File: src/hw/rtl/lwsl_pkg.sv
`default_nettype none
// ----------------------------------------------------------------------------
// lwsl_pkg: shared types for the longest window sum block
// Controller states, command and status bundles and fixed field widths.
// ----------------------------------------------------------------------------
package lwsl_pkg;

    localparam int IN_VALUE_W = 16;
    localparam int LIMIT_W    = 32;
    localparam int SUM_W      = 33;
    localparam int LEN_W      = 11;
    localparam int IN_DATA_W  = 16;
    localparam int OUT_DATA_W = 24;

    typedef enum logic [2:0] {
        ST_IDLE,
        ST_EVICT,
        ST_ADD,
        ST_CHECK,
        ST_SHRINK
    } state_t;

    typedef struct packed {
        logic take;
        logic push_in;
        logic push_held;
        logic pop;
        logic mark_ovf;
        logic emit;
    } cmd_t;

    typedef struct packed {
        logic full;
        logic over;
        logic out_free;
    } sts_t;

endpackage
`default_nettype wire

File: src/hw/rtl/lwsl_ctrl.sv
`default_nettype none
// ----------------------------------------------------------------------------
// lwsl_ctrl: sequencing state machine
// Accepts one word, evicts on a full store, shrinks the window, emits.
// ----------------------------------------------------------------------------
module lwsl_ctrl (
    input  wire logic          clk,
    input  wire logic          rst_n,
    input  wire logic          s_tvalid,
    output logic               s_tready,
    input  wire lwsl_pkg::sts_t sts,
    output lwsl_pkg::cmd_t     cmd
);

    lwsl_pkg::state_t state_reg;
    lwsl_pkg::state_t state_next;

    always_ff @(posedge clk or negedge rst_n)
    begin
        if (!rst_n)
        begin
            state_reg <= lwsl_pkg::ST_IDLE;
        end
        else
        begin
            state_reg <= state_next;
        end
    end

    always_comb
    begin
        state_next = state_reg;
        unique case (state_reg)
            lwsl_pkg::ST_IDLE:
            begin
                if (s_tvalid)
                begin
                    state_next = sts.full ? lwsl_pkg::ST_EVICT : lwsl_pkg::ST_CHECK;
                end
            end
            lwsl_pkg::ST_EVICT:  state_next = lwsl_pkg::ST_ADD;
            lwsl_pkg::ST_ADD:    state_next = lwsl_pkg::ST_CHECK;
            lwsl_pkg::ST_CHECK:
            begin
                if (sts.over)
                begin
                    state_next = lwsl_pkg::ST_SHRINK;
                end
                else if (sts.out_free)
                begin
                    state_next = lwsl_pkg::ST_IDLE;
                end
            end
            lwsl_pkg::ST_SHRINK: state_next = lwsl_pkg::ST_CHECK;
            default:             state_next = lwsl_pkg::ST_IDLE;
        endcase
    end

    always_comb
    begin
        s_tready = 1'b0;
        cmd      = '0;
        unique case (state_reg)
            lwsl_pkg::ST_IDLE:
            begin
                s_tready     = 1'b1;
                cmd.take     = s_tvalid;
                cmd.push_in  = s_tvalid & ~sts.full;
            end
            lwsl_pkg::ST_EVICT:
            begin
                cmd.pop      = 1'b1;
                cmd.mark_ovf = 1'b1;
            end
            lwsl_pkg::ST_ADD:
            begin
                cmd.push_held = 1'b1;
            end
            lwsl_pkg::ST_CHECK:
            begin
                cmd.emit = ~sts.over & sts.out_free;
            end
            lwsl_pkg::ST_SHRINK:
            begin
                cmd.pop = 1'b1;
            end
            default:
            begin
                cmd = '0;
            end
        endcase
    end

endmodule
`default_nettype wire

File: config.mk
export PLATFORM = sky130hd
export DESIGN_NAME = lwsl_ctrl
export DESIGN_NICKNAME = d
export VERILOG_FILES = /design/src/hw/rtl/lwsl_pkg.sv /design/src/hw/rtl/lwsl_ctrl.sv
export SDC_FILE = /design/constraint.sdc
export NUM_CORES = 1
export LEC_CHECK = 0
export ABC_AREA = 1
export BUFFER_PORTS_ARGS = -buffer_cell sky130_fd_sc_hd__clkbuf_2
export CAP_MARGIN = 20
export CORE_AREA = 8 8 45 47
export DETAILED_ROUTE_END_ITERATION = 16
export DIE_AREA = 0 0 53 55
export PLACE_DENSITY = 0.42
export SLEW_MARGIN = 0
export SYNTH_ARGS = -nofsm -noshare
export SYNTH_HDL_FRONTEND = slang
export SYNTH_SLANG_ARGS = --single-unit
File: constraint.sdc
create_clock -name clk -period 1.15 [get_ports clk]
set_clock_uncertainty 0.15 [all_clocks]
set_input_delay 0.345 -clock clk [delete_from_list [all_inputs] [get_ports clk]]
set_output_delay 0.345 -clock clk [all_outputs]
set_load 0.005 [all_outputs]
==> results of run 1 <==
==> final cells by class <==
type / instances / area, um^2 / area share
Tap cell: 16 / 20.0 / 0.0453
Clock buffer: 4 / 26.3 / 0.0595
Multi-Input combinational cell: 21 / 154 / 0.348
Sequential cell: 3 / 77.6 / 0.176
Timing Repair Buffer: 21 / 134 / 0.303
Inverter: 8 / 30.0 / 0.0680
==> stage by stage <==
| step | util | std cells | hold slack [ps] |
|---|---|---|---|
| floorplan | - | 32 | -101 |
| global placement | 0.261 | 66 | -4.56 |
| detailed placement | 0.261 | 66 | -3.45 |
| CTS | 0.304 | 73 | 202 |
| global route | 0.319 | 73 | 232 |
| finish | 0.319 | 73 | 208 |
==> critical path, cell delays in order (launching register included) <==
cell and delay (ps):
dfrtp_2 440, nor2_4 160, nand2_4 70, nor3_2 90, buf_2 130
==> where the power goes <==
group | switching [W] | total, W | internal (W)
combinational | 0.000314 | 0.000662 | 0.000348
sequential | 0.0000818 | 0.000243 | 0.000162
clock | 0.0000518 | 0.000182 | 0.000130
total | 0.000447 | 0.00109 | 0.000639
==> worst max path at each step <==
stage	cells past startpoint	endpoint
after floorplan	3	cmd[4]
after global placement	4	cmd[4]
after detailed placement	4	cmd[4]
after CTS	4	cmd[4]
after global routing	4	cmd[4]
final	4	cmd[4]
==> logic make-up (layout without fill, tap and decap cells) <==
family	count (synthesis)	after routing	share of synthesized area
compound gates	3	3	0.119
buf+inv	8	33	0.130
flops	3	3	0.324
simple gates	18	18	0.427
==> what timing repair did <==
| item | in CTS | in global routing |
|---|---|---|
| setup endpoints to repair | 9 | 9 |
| hold buffers | 1 | 0 |
| setup buffers | 2 | 0 |
| hold endpoints to repair | 3 | 0 |
| pin swaps | 2 | 2 |
| gates resized for setup | 3 | 8 |
==> metal layers <==
layer	GRT usage	wire [um]	vias to the layer above
met5	0	0	-
met4	0.0388	5	0
met3	0.0348	52	2
met2	0.0645	322	11
met1	0.0503	257	113
li1	-	-	149
==> placed cells by master (no fill, tap or decap), drive strengths merged <==
cell type	netlist	layout
buf	0	11
clkbuf	0	13
dfrtp	3	3
dlygate4sd3	0	1
inv	8	8
nand2	5	5
nand3	4	4
nor2	6	6
nor3	3	3
o21ai	1	1
o21bai	2	2
==> impl_metrics.tcl, run 1 <==
set metrics [dict create \
    synth_area_leaders "dfrtp_1, inv_1, o21bai_2, nand3_1, nor3_2" \
    path_clk_slew_ps 30 \
    place.gp.congestion 0.658 \
    fin_tns_setup_ps -3300 \
    std_cell_rows 14 \
    critPathLaunchType "flop" \
    antenna_cells 0 \
    numCtsBuffers 3 \
    firstDrtPassIters 1 \
    clkLatencyLatePin_ps 230 \
    numPortBuffers 12 \
    ctsRootBufferMaster "clkbuf_4" \
    synth_cells 32 \
    report.power.total_w 0.00109 \
    drv_slew 0 \
    grt_pass1_wl_um 993 \
    cts_tree "yes" \
    endpoint_kind "output pin" \
    hold_viol 0 \
    synth_common_cells "inv_1, nand2_1, nand3_1, nor2_1, dfrtp_1" \
    setup_ws_ps -467 \
    fill_cells 148 \
    rsz0062_at_grt "yes" \
    setup_viol 9 \
    reg2reg_from "state_reg[0]" \
    largest_register_ff_count 3 \
    grt_pass1_vias 283 \
    crit_start "state_reg[0]" \
    yosys_warnings 0 \
    avgSynthCellArea_um2 7.23 \
    area_delta_synth_final_pct 90.8 \
    nNetsFinal 64 \
    ios 13 \
    max_slew_margin 0.888 \
    track_usage 0.0481 \
    via_count 275 \
    critical_path.max_fanout 5 \
    cp.required_ps 650 \
    p_leak_nw 0.246 \
    grt_overflow_total 0 \
    viasPerCell 3.77 \
    max_slew.worst_pin.slew_ps 168 \
    r2r-end "state_reg[0]" \
    outcome "finished, violations left" \
    rr_worst_depth 6 \
    drtIter0Drc 0 \
    die_y_um 55 \
    synth_cell_type_count 13 \
    r2r_slack_ps -210 \
    final_cell_area_um2 442 \
    hold_path_depth 3 \
    min_from "sts[1]" \
    place_area_um2 362 \
    vdd_drop_max_v 0.00102 \
    synth.ff_latch_count 3 \
    post-place-ws_ps -231 \
    synth_most_common_cell "inv_1" \
    fmax_ghz 0.618 \
    async_flop_share 1.00 \
    clockBufferDepth 2 \
    synth-seq-area-share 0.324 \
    synth_top_area_frac 0.324 \
    grt_max_degree 6 \
    min_period_over_period 1.41 \
    antenna_found_initial 0 \
    violations "setup timing" \
    wl_um 637 \
    finalCriticalPeriod_ps 1620 \
    die-area_um2 2920 \
    coreArea_um2 1380 \
    yosys_most_used_dff "dfrtp_1" \
    drv_cap 0 \
    fp.dieW_um 53 \
    htreeDepth 1 \
    synth_nets 38 \
    whs_endpoint "state_reg[2]" \
    criticalPathCategory "flop to output pin" \
    drive_gt1_frac 0.667 \
    yosys.area.top_type "dfrtp_1" \
    power.density_nw_per_um2 2460 \
    initial_utilization 0.167 \
    hold_class "primary input to flop" \
    clock_sinks 3 \
    synth-edff-count 0 \
    ant_nets 0 \
    arrival_ps 1120 \
    wl_per_cell_um 8.73 \
    syn_area_um2 231 \
    drcViolationCount 0 \
    hpwl_um 503 \
]
(Power assumes the default switching activity.)
==> run 2: changes to the inputs <==
PLACE_DENSITY = not set   (was 0.42)
PLACE_DENSITY_LB_ADDON = 0.3   (was not set)
==> run 2 against run 1 <==
  * The run still ends with setup timing left
  * First-iteration DRC count increased by 2
  * Power increased by 2.0%
  * Clock power is essentially flat
  * Sequential share of layout area decreased by 0.34 points
  * Largest power group unchanged
  * Sequential cell count did not move
  * Count of clock-buffer cells in the layout unchanged
  * Final cell count rose by 2.7%
  * Critical endpoint unchanged
  * Cell area rose by 2.0%
  * Combinational power increased by 3%
  * Critical path type unchanged
  * Via count is 6.5% higher
  * Worst hold slack lost 7.9 ps
==> impl_metrics.tcl, run 2 (synthesis results as in run 1) <==
set metrics [dict create \
    outcome "finished, violations left" \
    violations "setup timing" \
    max_slew.worst_pin.slew_ps 153 \
    min_period_over_period 1.37 \
    p_leak_nw 0.254 \
    antenna_found_initial 0 \
    drtIter0Drc 2 \
    nNetsFinal 66 \
    die_y_um 55 \
    arrival_ps 1080 \
    grt_overflow_total 0 \
    area_delta_synth_final_pct 94.6 \
    track_usage 0.0503 \
    drv_cap 0 \
    finalCriticalPeriod_ps 1580 \
    ios 13 \
    criticalPathCategory "flop to output pin" \
    hold_class "primary input to flop" \
    numCtsBuffers 3 \
    drcViolationCount 0 \
    path_clk_slew_ps 40 \
    grt_max_degree 7 \
    drv_slew 0 \
    coreArea_um2 1380 \
    grt_pass1_vias 310 \
    crit_family "flip-flops" \
    numPortBuffers 12 \
    grt_pass1_wl_mm 1.07 \
    final_common_cell "clkbuf_2" \
    setup_viol 9 \
    report.power.total_w 0.00111 \
    ant_nets 0 \
    firstDrtPassIters 4 \
    via_count 293 \
    path_buf_inv 1 \
    critPathLaunchType "flop" \
    fp.dieW_um 53 \
    wl_um 590 \
    largest_register_ff_count 3 \
    rsz0062_at_grt "yes" \
    setup_ws_ps -428 \
    viasPerCell 3.91 \
    place.gp.congestion 0.617 \
    critical_path.max_fanout 4 \
    wl_per_cell_um 7.87 \
    power.density_nw_per_um2 2460 \
    clockBufferDepth 2 \
    cp.required_ps 650 \
    post-place-ws_ps -221 \
    hold_viol 0 \
    fmax_ghz 0.634 \
    hpwl_um 521 \
    mostFrequentLayoutCells "clkbuf_2, buf_4, inv_1, nor2_1" \
    crit_path_max_incr_delay_ps 440 \
    max_slew_margin 0.898 \
    endpoint_kind "output pin" \
    drive_gt1_frac 0.678 \
    critPathSlowestCell "dfrtp_2" \
    clkLatencyLatePin_ps 230 \
    placedCellCount 68 \
    initial_utilization 0.167 \
    vdd_drop_max_v 0.000845 \
    path_cells "nor2_4 -> nand2_2 -> nor3_2 -> buf_2" \
    ctsRootBufferMaster "clkbuf_4" \
    final_cell_count_no_fill 75 \
    die-area_um2 2920 \
    cts_tree "yes" \
    clock_sinks 3 \
    std_cell_rows 14 \
    htreeDepth 1 \
    antenna_cells 0 \
]
[run 2: area by class of cell]
cell class | instances | area (um^2)
clock buffer | 4 | 26.3
fill | 162 | 933
inverter | 8 | 30.0
multi-input combinational | 21 | 148
sequential | 3 | 77.6
tap | 16 | 20.0
timing repair buffer | 23 | 149
[run 2: stage by stage]
stage | area (um^2) | util | hold slack, ps | TNS, ps
4_1_cts | 443 | 0.320 | 196 | -3220
6_report | 450 | 0.325 | 201 | -3090
3_3_place_gp | 377 | 0.272 | -3.56 | -1310
5_1_grt | 450 | 0.325 | 229 | -3770
2_1_floorplan | 236 | - | -101 | -387
3_5_place_dp | 377 | 0.272 | -3.15 | -1350
[run 2: worst min-delay path, delay by kind of cell]
| family | cells | cell delay (ps) |
|---|---|---|
| buffers and inverters | 2 | 150 |
| and+or+nand+nor | 1 | 40 |
[run 2: layer usage]
layer | vias to the layer above | GRT usage | share of wire
met5 | - | 0 | 0
met4 | 0 | 0.0517 | 0.0085
met3 | 2 | 0.0187 | 0.064
met2 | 7 | 0.0820 | 0.54
met1 | 131 | 0.0473 | 0.39
li1 | 153 | - | -
[run 2: worst paths after layout]
path                               from            to  slack (ps)  depth (start not counted)
max                        state_reg[1]        cmd[4]        -430                          4
min                              sts[1]  state_reg[2]         200                          3
max reg2reg                state_reg[1]  state_reg[1]        -170                          6
min reg2reg                state_reg[1]  state_reg[1]         520                          3
max in group asynchronous         rst_n  state_reg[1]         440                          2
min in group asynchronous         rst_n  state_reg[2]         290                          2
[run 2: where the power goes]
part	internal, W	leakage, nW	switching [W]
clock network	0.000130	0.0150	0.0000517
logic	0.000378	0.204	0.000303
registers	0.000162	0.0348	0.0000838
[run 2: what timing repair did]
| action | in CTS | in global routing |
|---|---|---|
| endpoints found under the setup margin | 9 | 10 |
| endpoints found under the hold margin | 3 | 0 |
| setup buffers | 1 | 1 |
| hold buffers | 1 | 0 |
| resized for setup | 7 | 2 |
| pin swaps | 1 | 0 |
==> run 3: changes to the inputs <==
REMOVE_ABC_BUFFERS = 1   (was not set)
TNS_END_PERCENT = 10   (was not set)
==> run 3 against run 2 <==
  * Clock power hardly changed
  * Largest cell class unchanged
  * Sequential cell count unchanged
  * Critical path depth stayed put
  * Worst hold slack lost 3.9 ps
  * Combinational power shrank 3.2%
  * Largest power group unchanged
  * Global-route usage rose by 0.49 points
  * The run still ends with setup timing left
  * Sequential share of layout area up 0.91 points
  * Final cell count fell by 1.3%
  * First-iteration DRC count shrank 100%
  * Non-clock buffer count fell by 1
==> impl_metrics.tcl, run 3 (synthesis results as in run 1) <==
set metrics [dict create \
    numPortBuffers 12 \
    initial_utilization 0.167 \
    crit_path_max_incr_delay_ps 440 \
    hold_ws_ps 197 \
    critical_path.max_fanout 6 \
    hold_viol 0 \
    antenna_found_initial 0 \
    drcViolationCount 0 \
    drv_cap 0 \
    post-place-ws_ps -234 \
    viasPerCell 3.76 \
    setup_ws_ps -486 \
    htreeDepth 1 \
    wl_met2_um 357 \
    final_common_cell "clkbuf_2" \
    wl_met3_um 66 \
    wl_per_cell_um 9.09 \
    clock_sinks 3 \
    power.density_nw_per_um2 2510 \
    die_y_um 55 \
    p_leak_nw 0.247 \
    cts_tree "yes" \
    grt_max_degree 7 \
    vdd_drop_max_v 0.00116 \
    setup_viol 9 \
    top_layer "met3" \
    die-area_um2 2920 \
    finalCriticalPeriod_ps 1640 \
    grt_pass1_wl_mm 1.15 \
    mostFrequentLayoutCells "clkbuf_2, buf_4, inv_1" \
    max_slew_margin 0.889 \
    hpwl_um 513 \
    clockBufferDepth 2 \
    cp.required_ps 650 \
    ant_nets 0 \
    nNetsFinal 65 \
    hold_class "primary input to flop" \
    area_delta_synth_final_pct 84.9 \
    clkLatencyLatePin_ps 230 \
    antenna_cells 0 \
    critPathLaunchType "flop" \
    track_usage 0.0553 \
    place.gp.congestion 0.646 \
    violations "setup timing" \
    path_cells "nor2_4 -> nand2_4 -> nor3_2 -> buf_2" \
    min_period_over_period 1.42 \
    drv_slew 0 \
    endpoint_kind "output pin" \
    grt_overflow_total 0 \
    numCtsBuffers 3 \
    critPathSlowestCell "dfrtp_2" \
    drive_gt1_frac 0.586 \
    firstDrtPassIters 1 \
    crit_family "flip-flops" \
    path_clk_slew_ps 40 \
    wirelength_met1_um 249 \
    via_count 278 \
    std_cell_rows 14 \
    path_buf_inv 1 \
    fmax_ghz 0.611 \
    ios 13 \
    max_slew.worst_pin.slew_ps 166 \
    coreArea_um2 1380 \
    grt_pass1_vias 281 \
    final_cell_count_no_fill 74 \
    placedCellCount 68 \
    arrival_ps 1140 \
    drtIter0Drc 0 \
    wl_um 673 \
    fin_tns_setup_ps -3470 \
    report.power.total_w 0.00107 \
    fp.dieW_um 53 \
    rsz0062_at_grt "yes" \
    outcome "finished, violations left" \
    ctsRootBufferMaster "clkbuf_4" \
    criticalPathCategory "flop to output pin" \
    largest_register_ff_count 3 \
]
run 3: changes by cell type in the layout (fill, tap and decap cells not counted), sizes merged:
cell	before	now
buf	12	11
run 3: stage by stage:
step	area (um^2)	util
final	428	0.309
after global routing	428	0.309
after CTS	422	0.305
after detailed placement	372	0.269
after global placement	372	0.269
after floorplan	231	-
run 3: where the power goes:
part           internal [W]  leakage (nW)  total (W)  switching [W]
clock network      0.000130        0.0150   0.000181      0.0000512
registers          0.000162        0.0348   0.000233      0.0000717
logic              0.000347         0.197   0.000659       0.000312
run 3: final timing paths:
path                                    from            to  slack [ps]  depth (start not counted)
worst max-delay path            state_reg[0]        cmd[4]        -490                          4
worst min-delay path                  sts[1]  state_reg[2]         200                          3
worst max register to register  state_reg[0]  state_reg[1]        -220                          6
worst min register to register  state_reg[1]  state_reg[1]         510                          3
max in group asynchronous              rst_n  state_reg[1]         430                          2
min in group asynchronous              rst_n  state_reg[0]         290                          2
run 3: repair_timing:
action / CTS / global route
cloned: 0 / 0
hold buffers: 1 / 0
gates resized for setup: 2 / 4
endpoints found under the hold margin: 3 / 0
pin swaps: 2 / 1
setup buffers: 1 / 0
endpoints found under the setup margin: 9 / 9
run 3: final cells by class:
class	instances	area [um^2]
Timing Repair Buffer	22	138
Inverter	8	30.0
Clock buffer	4	26.3
Sequential cell	3	77.6
Tap cell	16	20.0
Fill cell	152	956
Multi-Input combinational cell	21	136
run 3: worst reg2reg max path, cell delays in order (launching register included):
cell and delay, ps:
dfrtp_2 440, nor2_4 150, nand2_4 70, buf_4 130, buf_4 130, nor2_4 90
o21bai_2 80
run 3: per-layer routing:
metal	vias to the layer above	GRT usage
li1	150	-
met1	118	0.0549
met2	10	0.0859
met3	0	0.0321
met4	0	0.0388
met5	-	0
